==> src/design/hkm_ram.sv <==
// Generic single-write, single-read RAM with registered read data.
module hkm_ram #(
	parameter int WIDTH = 8,
	parameter int DEPTH = 16
) (
	input  logic                                  clk,
	input  logic                                  we,
	input  logic [(DEPTH > 1 ? $clog2(DEPTH) : 1)-1:0] waddr,
	input  logic [WIDTH-1:0]                      wdata,
	input  logic                                  re,
	input  logic [(DEPTH > 1 ? $clog2(DEPTH) : 1)-1:0] raddr,
	output logic [WIDTH-1:0]                      rdata
);

	logic [WIDTH-1:0] mem [DEPTH];
	logic [WIDTH-1:0] rdata_q;

	always_ff @(posedge clk) begin
		if (we) begin
			mem[waddr] <= wdata;
		end
		if (re) begin
			rdata_q <= mem[raddr];
		end
	end

	assign rdata = rdata_q;

endmodule

==> config.mk <==
export PLATFORM = sky130hd
export DESIGN_NAME = hkm_ram
export DESIGN_NICKNAME = d
export VERILOG_FILES = /design/src/design/hkm_ram.sv
export SDC_FILE = /design/constraint.sdc
export NUM_CORES = 1
export LEC_CHECK = 0
export BUFFER_PORTS_ARGS = -buffer_cell sky130_fd_sc_hd__buf_2
export CORE_MARGIN = 1
export CORE_UTILIZATION = 55
export DETAILED_ROUTE_END_ITERATION = 8
export GPL_ROUTABILITY_DRIVEN = 0
export PLACE_DENSITY = 0.73
export SKIP_CTS_REPAIR_TIMING = 1
export SYNTH_ARGS = -nofsm -noshare
export SYNTH_HDL_FRONTEND = slang
export SYNTH_SLANG_ARGS = --single-unit
==> constraint.sdc <==
create_clock -name clk -period 2.21 [get_ports clk]
set_input_delay 0.442 -clock clk [delete_from_list [all_inputs] [get_ports clk]]
set_output_delay 0.442 -clock clk [all_outputs]
set_load 0.01 [all_outputs]
# Word-level counts from Yosys, hierarchy flattened
# Memory sizes are Yosys's and may differ from the RTL's. A register that Yosys moved wholly into a read port is not among the register bits.
# Cells that the tools add are included.
# totals
regBits,0
latch_bits,0
ram_bits,128
rom_bits,0
in_bits,19
out_inout_bits,8
word_cells,3
n_memories,1
# mem_list
name,words,width,rd,rd_ports_with_merged_regs,wr,line_no,rtl
mem,16,8,1,1,1,15,logic [WIDTH-1:0] mem [DEPTH];
# op_classes
add_sub_neg,0
n_mul,0
n_div,0
order_cmp,0
eq_ne,0
shift,0
n_mux,2
n_bitwise,0
n_reduce_logical,0
# op_table
cell,count
$mux 1,2

# Depth between registers and ports, before layout
# depth
depth_word,2
ltp_mapped,5

# Worst setup path before layout
# No wires, ideal clock.
# synth_path
kind,input -> register
from,in waddr[2] (netlist bit)
to,"mem mem[0][0], enable pin"
arrival_time_ns,1.552
setup_slack_ns,0.275
path_stages,2
path_buffers,0
cell_sequence,or3b_2 nor3_1
# synth_rtl
element,line_no,rtl
start: declaration,8,"input logic [(DEPTH > 1 ? $clog2(DEPTH) : 1)-1:0] waddr,"
end: declaration,15,
# No word-level cell before the write port.

==> flow_summary.toml <==
[status]
status = "finished clean"

[drt]
wl_per_cell_um = 23.7
drt-initial-drc-count = 264
routed_wl_um = 10100
drc_errors = 0
dr_total_vias = 2508
vias_per_cell = 5.86
antenna_left = 0
dr.pass1.iters = 5

[yosys]
ys_warn_count = 0
synth_edf_count = 136
synth_ff_type = "edfxtp_1"
synth_seq_area_share_pct = 78.1
async_flop_share_pct = 0
synth_seq_cells = 136
synth_nets = 248
synth_area_per_cell_um2 = 22.8
synth_area_um2 = 5230
ys_types = 18
syn_inst = 229

[sta]
fin_crit_sh_pct = 70.7
fin_tns_setup_ns = 0
hold_viol = 0
fmax_mhz = 640
worstMarginPinSlew_ns = 0.505
final.setup_skew_ns = 0.00613
maxSlewViolCount = 0
finalCriticalPeriod_ns = 1.56
maxSlewHeadroom_pct = 66.3
rsz0062_at_grt = "false"
finalSetupViolations = 0

[worst_setup_path]
slowest_delay_ns = 0.53
cp.required_ns = 2.48
cp_top_family = "multiplexers"
critPathKind = "reg -> reg"
path_cells = "mux4_1 -> a22oi_1 -> nand2_1"
start_kind = "flip-flop"
path_max_fanout = 1
crit_buf_inv = 0
worstPathArrival_ns = 1.83
critPathSlowestCell = "mux4_1"
endpoint_kind = "flip-flop"

[die]
die_area_um2 = 9900
core_um2 = 9240
die_h_um = 99.5
start_util_pct = 56.6
num_rows = 35
top_level_ports = 27
die_w_um = 99.5

[placed_design]
hpwl_um = 6210
io_buffers = 26

[cells_and_area]
postLayoutCoreUtil_pct = 67.8
seqCellArea_um2 = 4080
drive_gt1_share_pct = 32.8
layout_commonest_cell = "edfxtp_1"
antenna_cells = 0
area_growth_pct = 19.8
multi_input_area_um2 = 1060
final_cell_mix = "edfxtp_1 (136), buf_2 (26), buf_4 (20)"
nFillCells = 565
finalNetCount = 306

[power]
powerDensity_nw_per_um2 = 986
total_power_mw = 6.18
leakagePower_nw = 2.15
ir_drop_uv = 479

[clock_tree]
cts_max_level = 4
clkLatencyLatePin_ns = 0.52
cts_buffers = 17
clockBufferDepth = 2
cts_tree = "yes"
path_clk_slew_ns = 0.06
cts-root-buf = "clkbuf_8"
clock_sinks = 136

[grt]
gr-total-overflow = 0
grt_pass1_vias = 2535
grt_pass1_wl_um = 15500
antenna_found_initial = 0
grt_max_degree = 20
grtUsageTotal_pct = 23.5

[job]
maxCapViolations = 0

[worst_hold_path]
hold_class = "in -> reg"
-- cells in the mapped netlist, types with 2 or more instances --
cell | count | area, um^2
nand2_1 | 9 | 33.8
mux4_1 | 14 | 368
nor2_1 | 13 | 48.8
nand2b_1 | 2 | 12.5
mux4_2 | 18 | 405
nor3_1 | 4 | 20.0
buf_6 | 3 | 33.8
clkdlybuf4s25_2 | 3 | 30.0
buf_2 | 3 | 15.0
edfxtp_1 | 136 | 4080
nand3b_1 | 2 | 15.0
a22oi_1 | 16 | 120
-- power by group --
part | switching [mW] | internal (mW)
logic | 0.157 | 0.120
clock network | 1.04 | 1.93
registers | 0.0162 | 2.91
total | 1.21 | 4.96
-- metal layers --
layer	GRT usage, %	share of wire, %
met1	32.8	43
met2	36.1	50
met3	6.11	5.8
met4	9.50	1.3
met5	0	0
-- kinds of logic after synthesis --
group                  after synthesis  share of synthesized area, %
multiplexers                        32                          14.8
flip-flops                         136                          78.1
AND/OR/NAND/NOR                     35                          3.14
AO/OA/AOI/OAI                       16                          2.30
buffers and inverters               10                          1.65
-- registers in the layout (all words and copies together), names as in the netlist --
signal	cells
mem	128
rdata	8
-- cell type report --
cell class | instances | area share, %
flip-flops and latches | 136 | 65.2
multi-input cells | 83 | 16.9
clock buffers | 18 | 6.67
repair buffers | 49 | 5.43
clock inverters | 13 | 3.26
well taps | 129 | 2.58
-- through the flow --
stage / setup slack (ns) / cells / cell area (um^2) / hold WS (ns)
after detailed placement: 0.160 / 397 / 5640 / 0.738
after floorplan: 0.275 / 229 / 5230 / 0.541
after global placement: 0.221 / 397 / 5640 / 0.726
after CTS: 0.628 / 428 / 6260 / 0.280
after global routing: 0.533 / 428 / 6260 / 0.288
final: 0.647 / 428 / 6260 / 0.300
-- worst paths after layout --
path | endpoint | slack (ns) | start | depth (start not counted)
max reg2reg | rdata[0]$_DFFE_PP_ | 0.65 | mem[1][0]$_DFFE_PP_ | 3
min | rdata[4]$_DFFE_PP_ | 0.30 | re | 1
max | rdata[0]$_DFFE_PP_ | 0.65 | mem[1][0]$_DFFE_PP_ | 3
min reg2reg | rdata[6]$_DFFE_PP_ | 0.74 | mem[14][6]$_DFFE_PP_ | 3
-- worst reg2reg max path: stages (launching register included) --
cell,delay (ns)
edfxtp_1,0.37
mux4_1,0.53
a22oi_1,0.31
nand2_1,0.10
Power figures use the tool's default switching activity.
