File: config.mk
export PLATFORM = sky130hd
export DESIGN_NAME = hkm_mod
export DESIGN_NICKNAME = d
export VERILOG_FILES = /design/src/design/hkm_pkg.sv /design/src/design/hkm_mod.sv
export SDC_FILE = /design/constraint.sdc
export NUM_CORES = 1
export LEC_CHECK = 0
export ABC_AREA = 1
export BUFFER_PORTS_ARGS = -buffer_cell sky130_fd_sc_hd__buf_2
export CAP_MARGIN = 10
export CELL_PAD_IN_SITES_DETAIL_PLACEMENT = 1
export CELL_PAD_IN_SITES_GLOBAL_PLACEMENT = 2
export CORE_UTILIZATION = 30
export CTS_CLUSTER_DIAMETER = 40
export DETAILED_ROUTE_END_ITERATION = 8
export HOLD_SLACK_MARGIN = 0.08
export PLACE_DENSITY = 0.69
export SLEW_MARGIN = 30
export SYNTH_ARGS = -nofsm -noshare
export SYNTH_HDL_FRONTEND = slang
export SYNTH_SLANG_ARGS = --single-unit
File: constraint.sdc
create_clock -name clk -period 2.3 [get_ports clk]
set_input_delay 0.345 -clock clk [delete_from_list [all_inputs] [get_ports clk]]
set_output_delay 0.345 -clock clk [all_outputs]
set_load 0.005 [all_outputs]
File: src/design/hkm_pkg.sv
// Shared types and constants for the hashed key match table.
package hkm_pkg;

	localparam int KEY_W   = 168;
	localparam int HASH_W  = 32;
	localparam int BC_W    = 9;
	localparam int CNT_W   = 32;
	localparam int STAT_W  = 3;
	localparam int IDX_W   = 8;
	localparam int ADDR_W  = 4;
	localparam int DATA_W  = 32;
	localparam int REG_IDX_W = 2;
	localparam int STEP_W  = 5;

	localparam logic [REG_IDX_W-1:0] REG_BUCKET_COUNT    = 2'd0;
	localparam logic [REG_IDX_W-1:0] REG_TARGET_MATCHES  = 2'd1;
	localparam logic [REG_IDX_W-1:0] REG_STOP_AFTER_FIRST = 2'd2;

	localparam logic [STAT_W-1:0] ST_MISS       = 3'd0;
	localparam logic [STAT_W-1:0] ST_MATCH      = 3'd1;
	localparam logic [STAT_W-1:0] ST_STOP_FIRST = 3'd2;
	localparam logic [STAT_W-1:0] ST_TARGET     = 3'd3;
	localparam logic [STAT_W-1:0] ST_STORED     = 3'd4;
	localparam logic [STAT_W-1:0] ST_FULL       = 3'd5;

	localparam logic OP_INSERT = 1'b0;
	localparam logic OP_LOOKUP = 1'b1;

	typedef struct packed {
		logic              start;
		logic [HASH_W-1:0] dividend;
		logic [BC_W-1:0]   divisor;
	} mod_req_t;

	typedef struct packed {
		logic            done;
		logic [BC_W-1:0] rem;
	} mod_rsp_t;

endpackage

File: src/design/hkm_mod.sv
// Bit-serial remainder unit: 32-bit dividend modulo a 9-bit divisor, one bit per cycle.
module hkm_mod (
	input  logic              clk,
	input  logic              arst_n,
	input  hkm_pkg::mod_req_t req,
	output hkm_pkg::mod_rsp_t rsp
);

	logic                         busy_q;
	logic                         done_q;
	logic [hkm_pkg::STEP_W-1:0]   step_q;
	logic [hkm_pkg::HASH_W-1:0]   sh_q;
	logic [hkm_pkg::BC_W-1:0]     rem_q;
	logic [hkm_pkg::BC_W-1:0]     div_q;
	logic [hkm_pkg::BC_W:0]       trial;
	logic [hkm_pkg::BC_W:0]       trial_sub;

	// shift next dividend bit into the partial remainder, subtract when it fits
	assign trial     = {rem_q, sh_q[hkm_pkg::HASH_W-1]};
	assign trial_sub = trial - {1'b0, div_q};

	always_ff @(posedge clk or negedge arst_n) begin
		if (!arst_n) begin
			busy_q <= 1'b0;
			done_q <= 1'b0;
			step_q <= '0;
		end else begin
			done_q <= 1'b0;
			if (req.start) begin
				busy_q <= 1'b1;
				step_q <= '0;
			end else if (busy_q) begin
				step_q <= step_q + 1'b1;
				if (step_q == '1) begin
					busy_q <= 1'b0;
					done_q <= 1'b1;
				end
			end
		end
	end

	always_ff @(posedge clk) begin
		if (req.start) begin
			sh_q  <= req.dividend;
			div_q <= req.divisor;
			rem_q <= '0;
		end else if (busy_q) begin
			sh_q <= {sh_q[hkm_pkg::HASH_W-2:0], 1'b0};
			if (trial >= {1'b0, div_q}) begin
				rem_q <= trial_sub[hkm_pkg::BC_W-1:0];
			end else begin
				rem_q <= trial[hkm_pkg::BC_W-1:0];
			end
		end
	end

	assign rsp.done = done_q;
	assign rsp.rem  = rem_q;

endmodule

* Word level (Yosys, flattened, before mapping)
Index checks and enable logic that the tools add are counted.
W data, S select, Z words.
** Operators by class
- $lt $le $gt $ge :: 1
- Shifts and indexed selects :: 0
- Muxes and demuxes :: 11
- Multipliers :: 0
- Div/mod/pow operators :: 0
- $add $sub $neg :: 2
- Eq/ne operators :: 1
- Bitwise operators :: 0
- Reductions and logical operators :: 1
** Operators by type and width (number)
- $mux W32 :: 2
- $ge A10 B9 Y1 :: 1
- $mux W5 :: 2
- $mux W9 :: 1
- $sub A9 B9 Y9 :: 1
- $mux W1 :: 6
- $add A5 B1 Y5 const B :: 1
- $eq A5 B5 Y1 const B :: 1
- $reduce_bool A2 Y1 :: 1
** Word-level totals
- Output and inout bits :: 10
- Memory bits (writable) :: 0
- Memories kept :: 0
- Bits in latches :: 0
- Bits in registers :: 57
- Memory bits (read-only) :: 0
- Word-level logic and storage cells :: 22

* Longest topological paths before layout
- Depth after elaboration :: 4
- Mapped depth :: 13
- Gate-level depth less buffers :: 13

* Worst setup path before layout
No wires, ideal clock.
- Kind :: reg2reg
- Start point :: register sh_q[31] (netlist bit)
- End point :: register rem_q[0] (netlist bit)
- Path buffers :: 1
- Arrival :: 1703 ps
- Period minus slack after synthesis :: 1839 ps
- Data required time :: 2163 ps
- Path slack :: 461 ps
- Stages on the path, launching flop included :: 14
- Cell sequence :: edfxtp_1 inv_1 ha_1 inv_1 fa_1 nand2_1 nand2_1 nand3_1 nand2_1 nand2_1 buf_4 nand3_2 nand3_1 o21ai_1
** On the way
- Longest elaborated chain between the ends :: 2
- Elaborated cells on any way between the ends :: 3
- Classes of those cells :: 1 x add/sub; 1 x order compare; 1 x mux
** RTL lines
- start: declaration :: line hkm_mod.sv:12 : logic [hkm_pkg::HASH_W-1:0] sh_q;
- start signal: assignment :: line hkm_mod.sv:44 : sh_q <= req.dividend;
- start signal: assignment :: line hkm_mod.sv:48 : sh_q <= {sh_q[hkm_pkg::HASH_W-2:0], 1'b0};
- $sub A9 B9 Y9 / $ge A10 B9 Y1 (equally long branches) :: line hkm_mod.sv:20, hkm_mod.sv:49
- $mux W9 * :: line hkm_mod.sv:49 : if (trial >= {1'b0, div_q}) begin
- end signal: assignment :: line hkm_mod.sv:50 : rem_q <= trial_sub[hkm_pkg::BC_W-1:0];
- end signal: assignment :: line hkm_mod.sv:52 : rem_q <= trial[hkm_pkg::BC_W-1:0];
- end: declaration :: line hkm_mod.sv:13 : logic [hkm_pkg::BC_W-1:0] rem_q;
Mark *: on every way between the ends. The rest lies on a longest branch, timed or not.
A chain may end at the register's enable or synchronous reset.

* Final worst setup path
- Start point :: register sh_q[31] (netlist bit)
- End point :: register rem_q[3] (netlist bit)
The elaborated chain is that of the path after synthesis.

==> results.sh <==
export IMPL_cts_sinks=57
export IMPL_worst_pin_slew_ns=0.7441
export IMPL_placed_area_um2=3288
export IMPL_grt_start_max_net_pins=37
export IMPL_htreeDepth=3
export IMPL_grt_overflow=0
export IMPL_hold_viol=0
export IMPL_hold_ws_ns=0.1788
export IMPL_design_area_um2=3483
export IMPL_finalCritPeriodShare=0.9078
export IMPL_max_vdd_ir_drop_v=0.0003339
export IMPL_drv_slew=0
export IMPL_area_growth_pct=21.36
export IMPL_cts_buffers=9
export IMPL_rows=35
export IMPL_worst_path_max_fanout=6
export IMPL_cts_tree="built"
export IMPL_die_h_um=99.82
export IMPL_finClkSkew_ns=0.005219
export IMPL_drtIter0Drc=87
export IMPL_cp_arrival_ns=2.31
export IMPL_relSlewSlack=0.5021
export IMPL_gp_congestion=0.7331
export IMPL_seq_area_frac_synth=0.5527
export IMPL_synth_nets=387
export IMPL_post_place_ws_ns=0.2083
export IMPL_viasPerCell=4.365
export IMPL_syn_area_um2=2870
export IMPL_wire_per_inst_um=12.76
export IMPL_dp_hpwl_um=4765
export IMPL_die_area_um2=9963
export IMPL_powerDensity_nw_per_um2=970.4
export IMPL_rsz0062_at_grt="false"
export IMPL_io_pins=54
export IMPL_track_usage=0.1461
export IMPL_layout_setup_ws_ns=0.2121
export IMPL_drcViolationCount=0
export IMPL_avgSynthCellArea_um2=8.671
export IMPL_ant_nets=0
export IMPL_grt_pass1_wl_um=11060
export IMPL_post_route_min_period_ns=2.088
export IMPL_status="finished, final reports clean"
export IMPL_cts_resized=0
export IMPL_final_net_count=446
export IMPL_clkLatencyLatePin_ns=0.33
export IMPL_diodes=0
export IMPL_required_ns=2.52
export IMPL_cts_hold_buf=1
export IMPL_cp_start_kind="flop"
export IMPL_synth_cell_types=29
export IMPL_core_area_um2=9240
export IMPL_fin_tns_setup_ns=0
export IMPL_drt_pass1_iterations=4
export IMPL_fmax_mhz=479.0
export IMPL_cts_buffer_depth=2
export IMPL_num_vias=2287
export IMPL_power_uw=3380
export IMPL_syn_inst=331
export IMPL_cellLeakagePower_uw=0.001771
export IMPL_antenna_found_initial=0
export IMPL_io_buffers=53
export IMPL_cts_setup_buffers=0
export IMPL_drive_gt1_frac=0.2127
export IMPL_path_class="reg -> reg"
export IMPL_start_util=0.3106
export IMPL_root_buffer="clkbuf_8"
export IMPL_grt_pass1_vias=2335
export IMPL_setup_viol=0
export IMPL_die_x_um=99.82
export IMPL_hold_class="in -> reg"
export IMPL_clk_pin_slew_worst_paths_ns=0.07
export IMPL_cap_violations=0
export IMPL_cp_end_kind="flop"
export IMPL_drt_wl_total_um=6685
export IMPL_ys_ff_latch=57
export IMPL_ys_warnings_count=0
[registers in the layout (all words and copies together), names as in the netlist]
register,count
busy_q,1
div_q,9
rem_q,9
sh_q,32
step_q,5
done_q,1
[Yosys cell counts (all sizes together)]
master,instances,area share
o21ai,6,0.012
a22o,1,0.0031
nor2,11,0.015
a21oi,5,0.010
nand3b,4,0.010
dfxtp,9,0.063
nor3,6,0.010
edfxtp,41,0.43
nor4,1,0.0022
a31oi,1,0.0022
xor2,2,0.0061
fa,1,0.0070
xnor2,1,0.0031
ha,11,0.048
buf,5,0.013
dfrtp,7,0.061
nand3,23,0.047
inv,42,0.055
nand2,148,0.20
clkbuf,6,0.0078
[power by group]
part           internal (uW)  switching [uW]  total (uW)
registers               1250            92.1        1340
logic                    458             679        1140
clock network            486             414         900
total                   2200            1180        3380
[path summary, 6_finish.rpt]
check                         start         to  slack, ns  cells past startpoint
setup / recovery           sh_q[31]   rem_q[3]       0.21                     13
hold / removal               req[5]   div_q[5]       0.18                      1
setup reg to reg           sh_q[31]   rem_q[3]       0.21                     13
hold reg to reg            rem_q[8]   rem_q[8]       0.50                      2
max in group asynchronous    arst_n  step_q[0]       1.77                      2
min in group asynchronous    arst_n     done_q       0.38                      2
[routing by layer]
layer  vias to the layer above  GRT usage  part of all wire
li1                       1169          -                 -
met5                         -          0                 0
met2                        41     0.2265              0.46
met1                      1070     0.1920              0.48
met3                         7    0.04039             0.036
met4                         0    0.06109             0.014
[placed cells by master, fill, tap and decap left out, drive strengths merged]
| master | netlist | layout |
|---|---|---|
| nand2 | 148 | 148 |
| buf | 5 | 58 |
| inv | 42 | 42 |
| edfxtp | 41 | 41 |
| nand3 | 23 | 23 |
| ha | 11 | 11 |
| nor2 | 11 | 11 |
| clkbuf | 6 | 9 |
| dfxtp | 9 | 9 |
| dfrtp | 7 | 7 |
| nor3 | 6 | 6 |
| o21ai | 6 | 6 |
| a21oi | 5 | 5 |
| nand3b | 4 | 4 |
| clkinv | 0 | 4 |
| xor2 | 2 | 2 |
| clkinvlp | 0 | 2 |
| xnor2 | 1 | 1 |
| a22o | 1 | 1 |
| a31oi | 1 | 1 |
| nor4 | 1 | 1 |
| fa | 1 | 1 |
| bufinv | 0 | 1 |
| dlygate4sd3 | 0 | 1 |
[cell type report]
class	instances	area, um2
Clock buffer	9	123.9
Fill cell	1143	5757
Tap cell	129	161.4
Clock inverter	7	61.31
Timing Repair Buffer	59	325.3
Sequential cell	57	1587
Multi-Input combinational cell	221	1067
Inverter	42	157.7
[kinds of logic (layout without fill, tap and decap cells)]
family                     Yosys count  in the layout  synth area share
and+or+nand+nor                    193            193            0.2807
DFF                                 57             57            0.5527
buffers and inverters               53            117           0.07541
AOI/OAI and AO/OA                   13             13           0.02703
adders and majority gates           12             12           0.05493
xor gates and xnor gates             3              3          0.009156
[stage by stage]
stage | util | cells
final | 0.3770 | 524
after global routing | 0.3770 | 524
after CTS | 0.3770 | 524
after detailed placement | 0.3559 | 507
after global placement | 0.3559 | 507
after floorplan | - | 331
[critical path, stage by stage (launching register included)]
cell	delay, ns
edfxtp_1	0.36
inv_1	0.09
ha_1	0.15
inv_1	0.06
fa_1	0.40
nand2_1	0.07
nand2_1	0.09
nand3_1	0.10
nand2_1	0.07
nand2_1	0.19
buf_4	0.21
nand3_2	0.06
nand3_1	0.08
o21ai_1	0.06
Power figures use the tool's default switching activity.
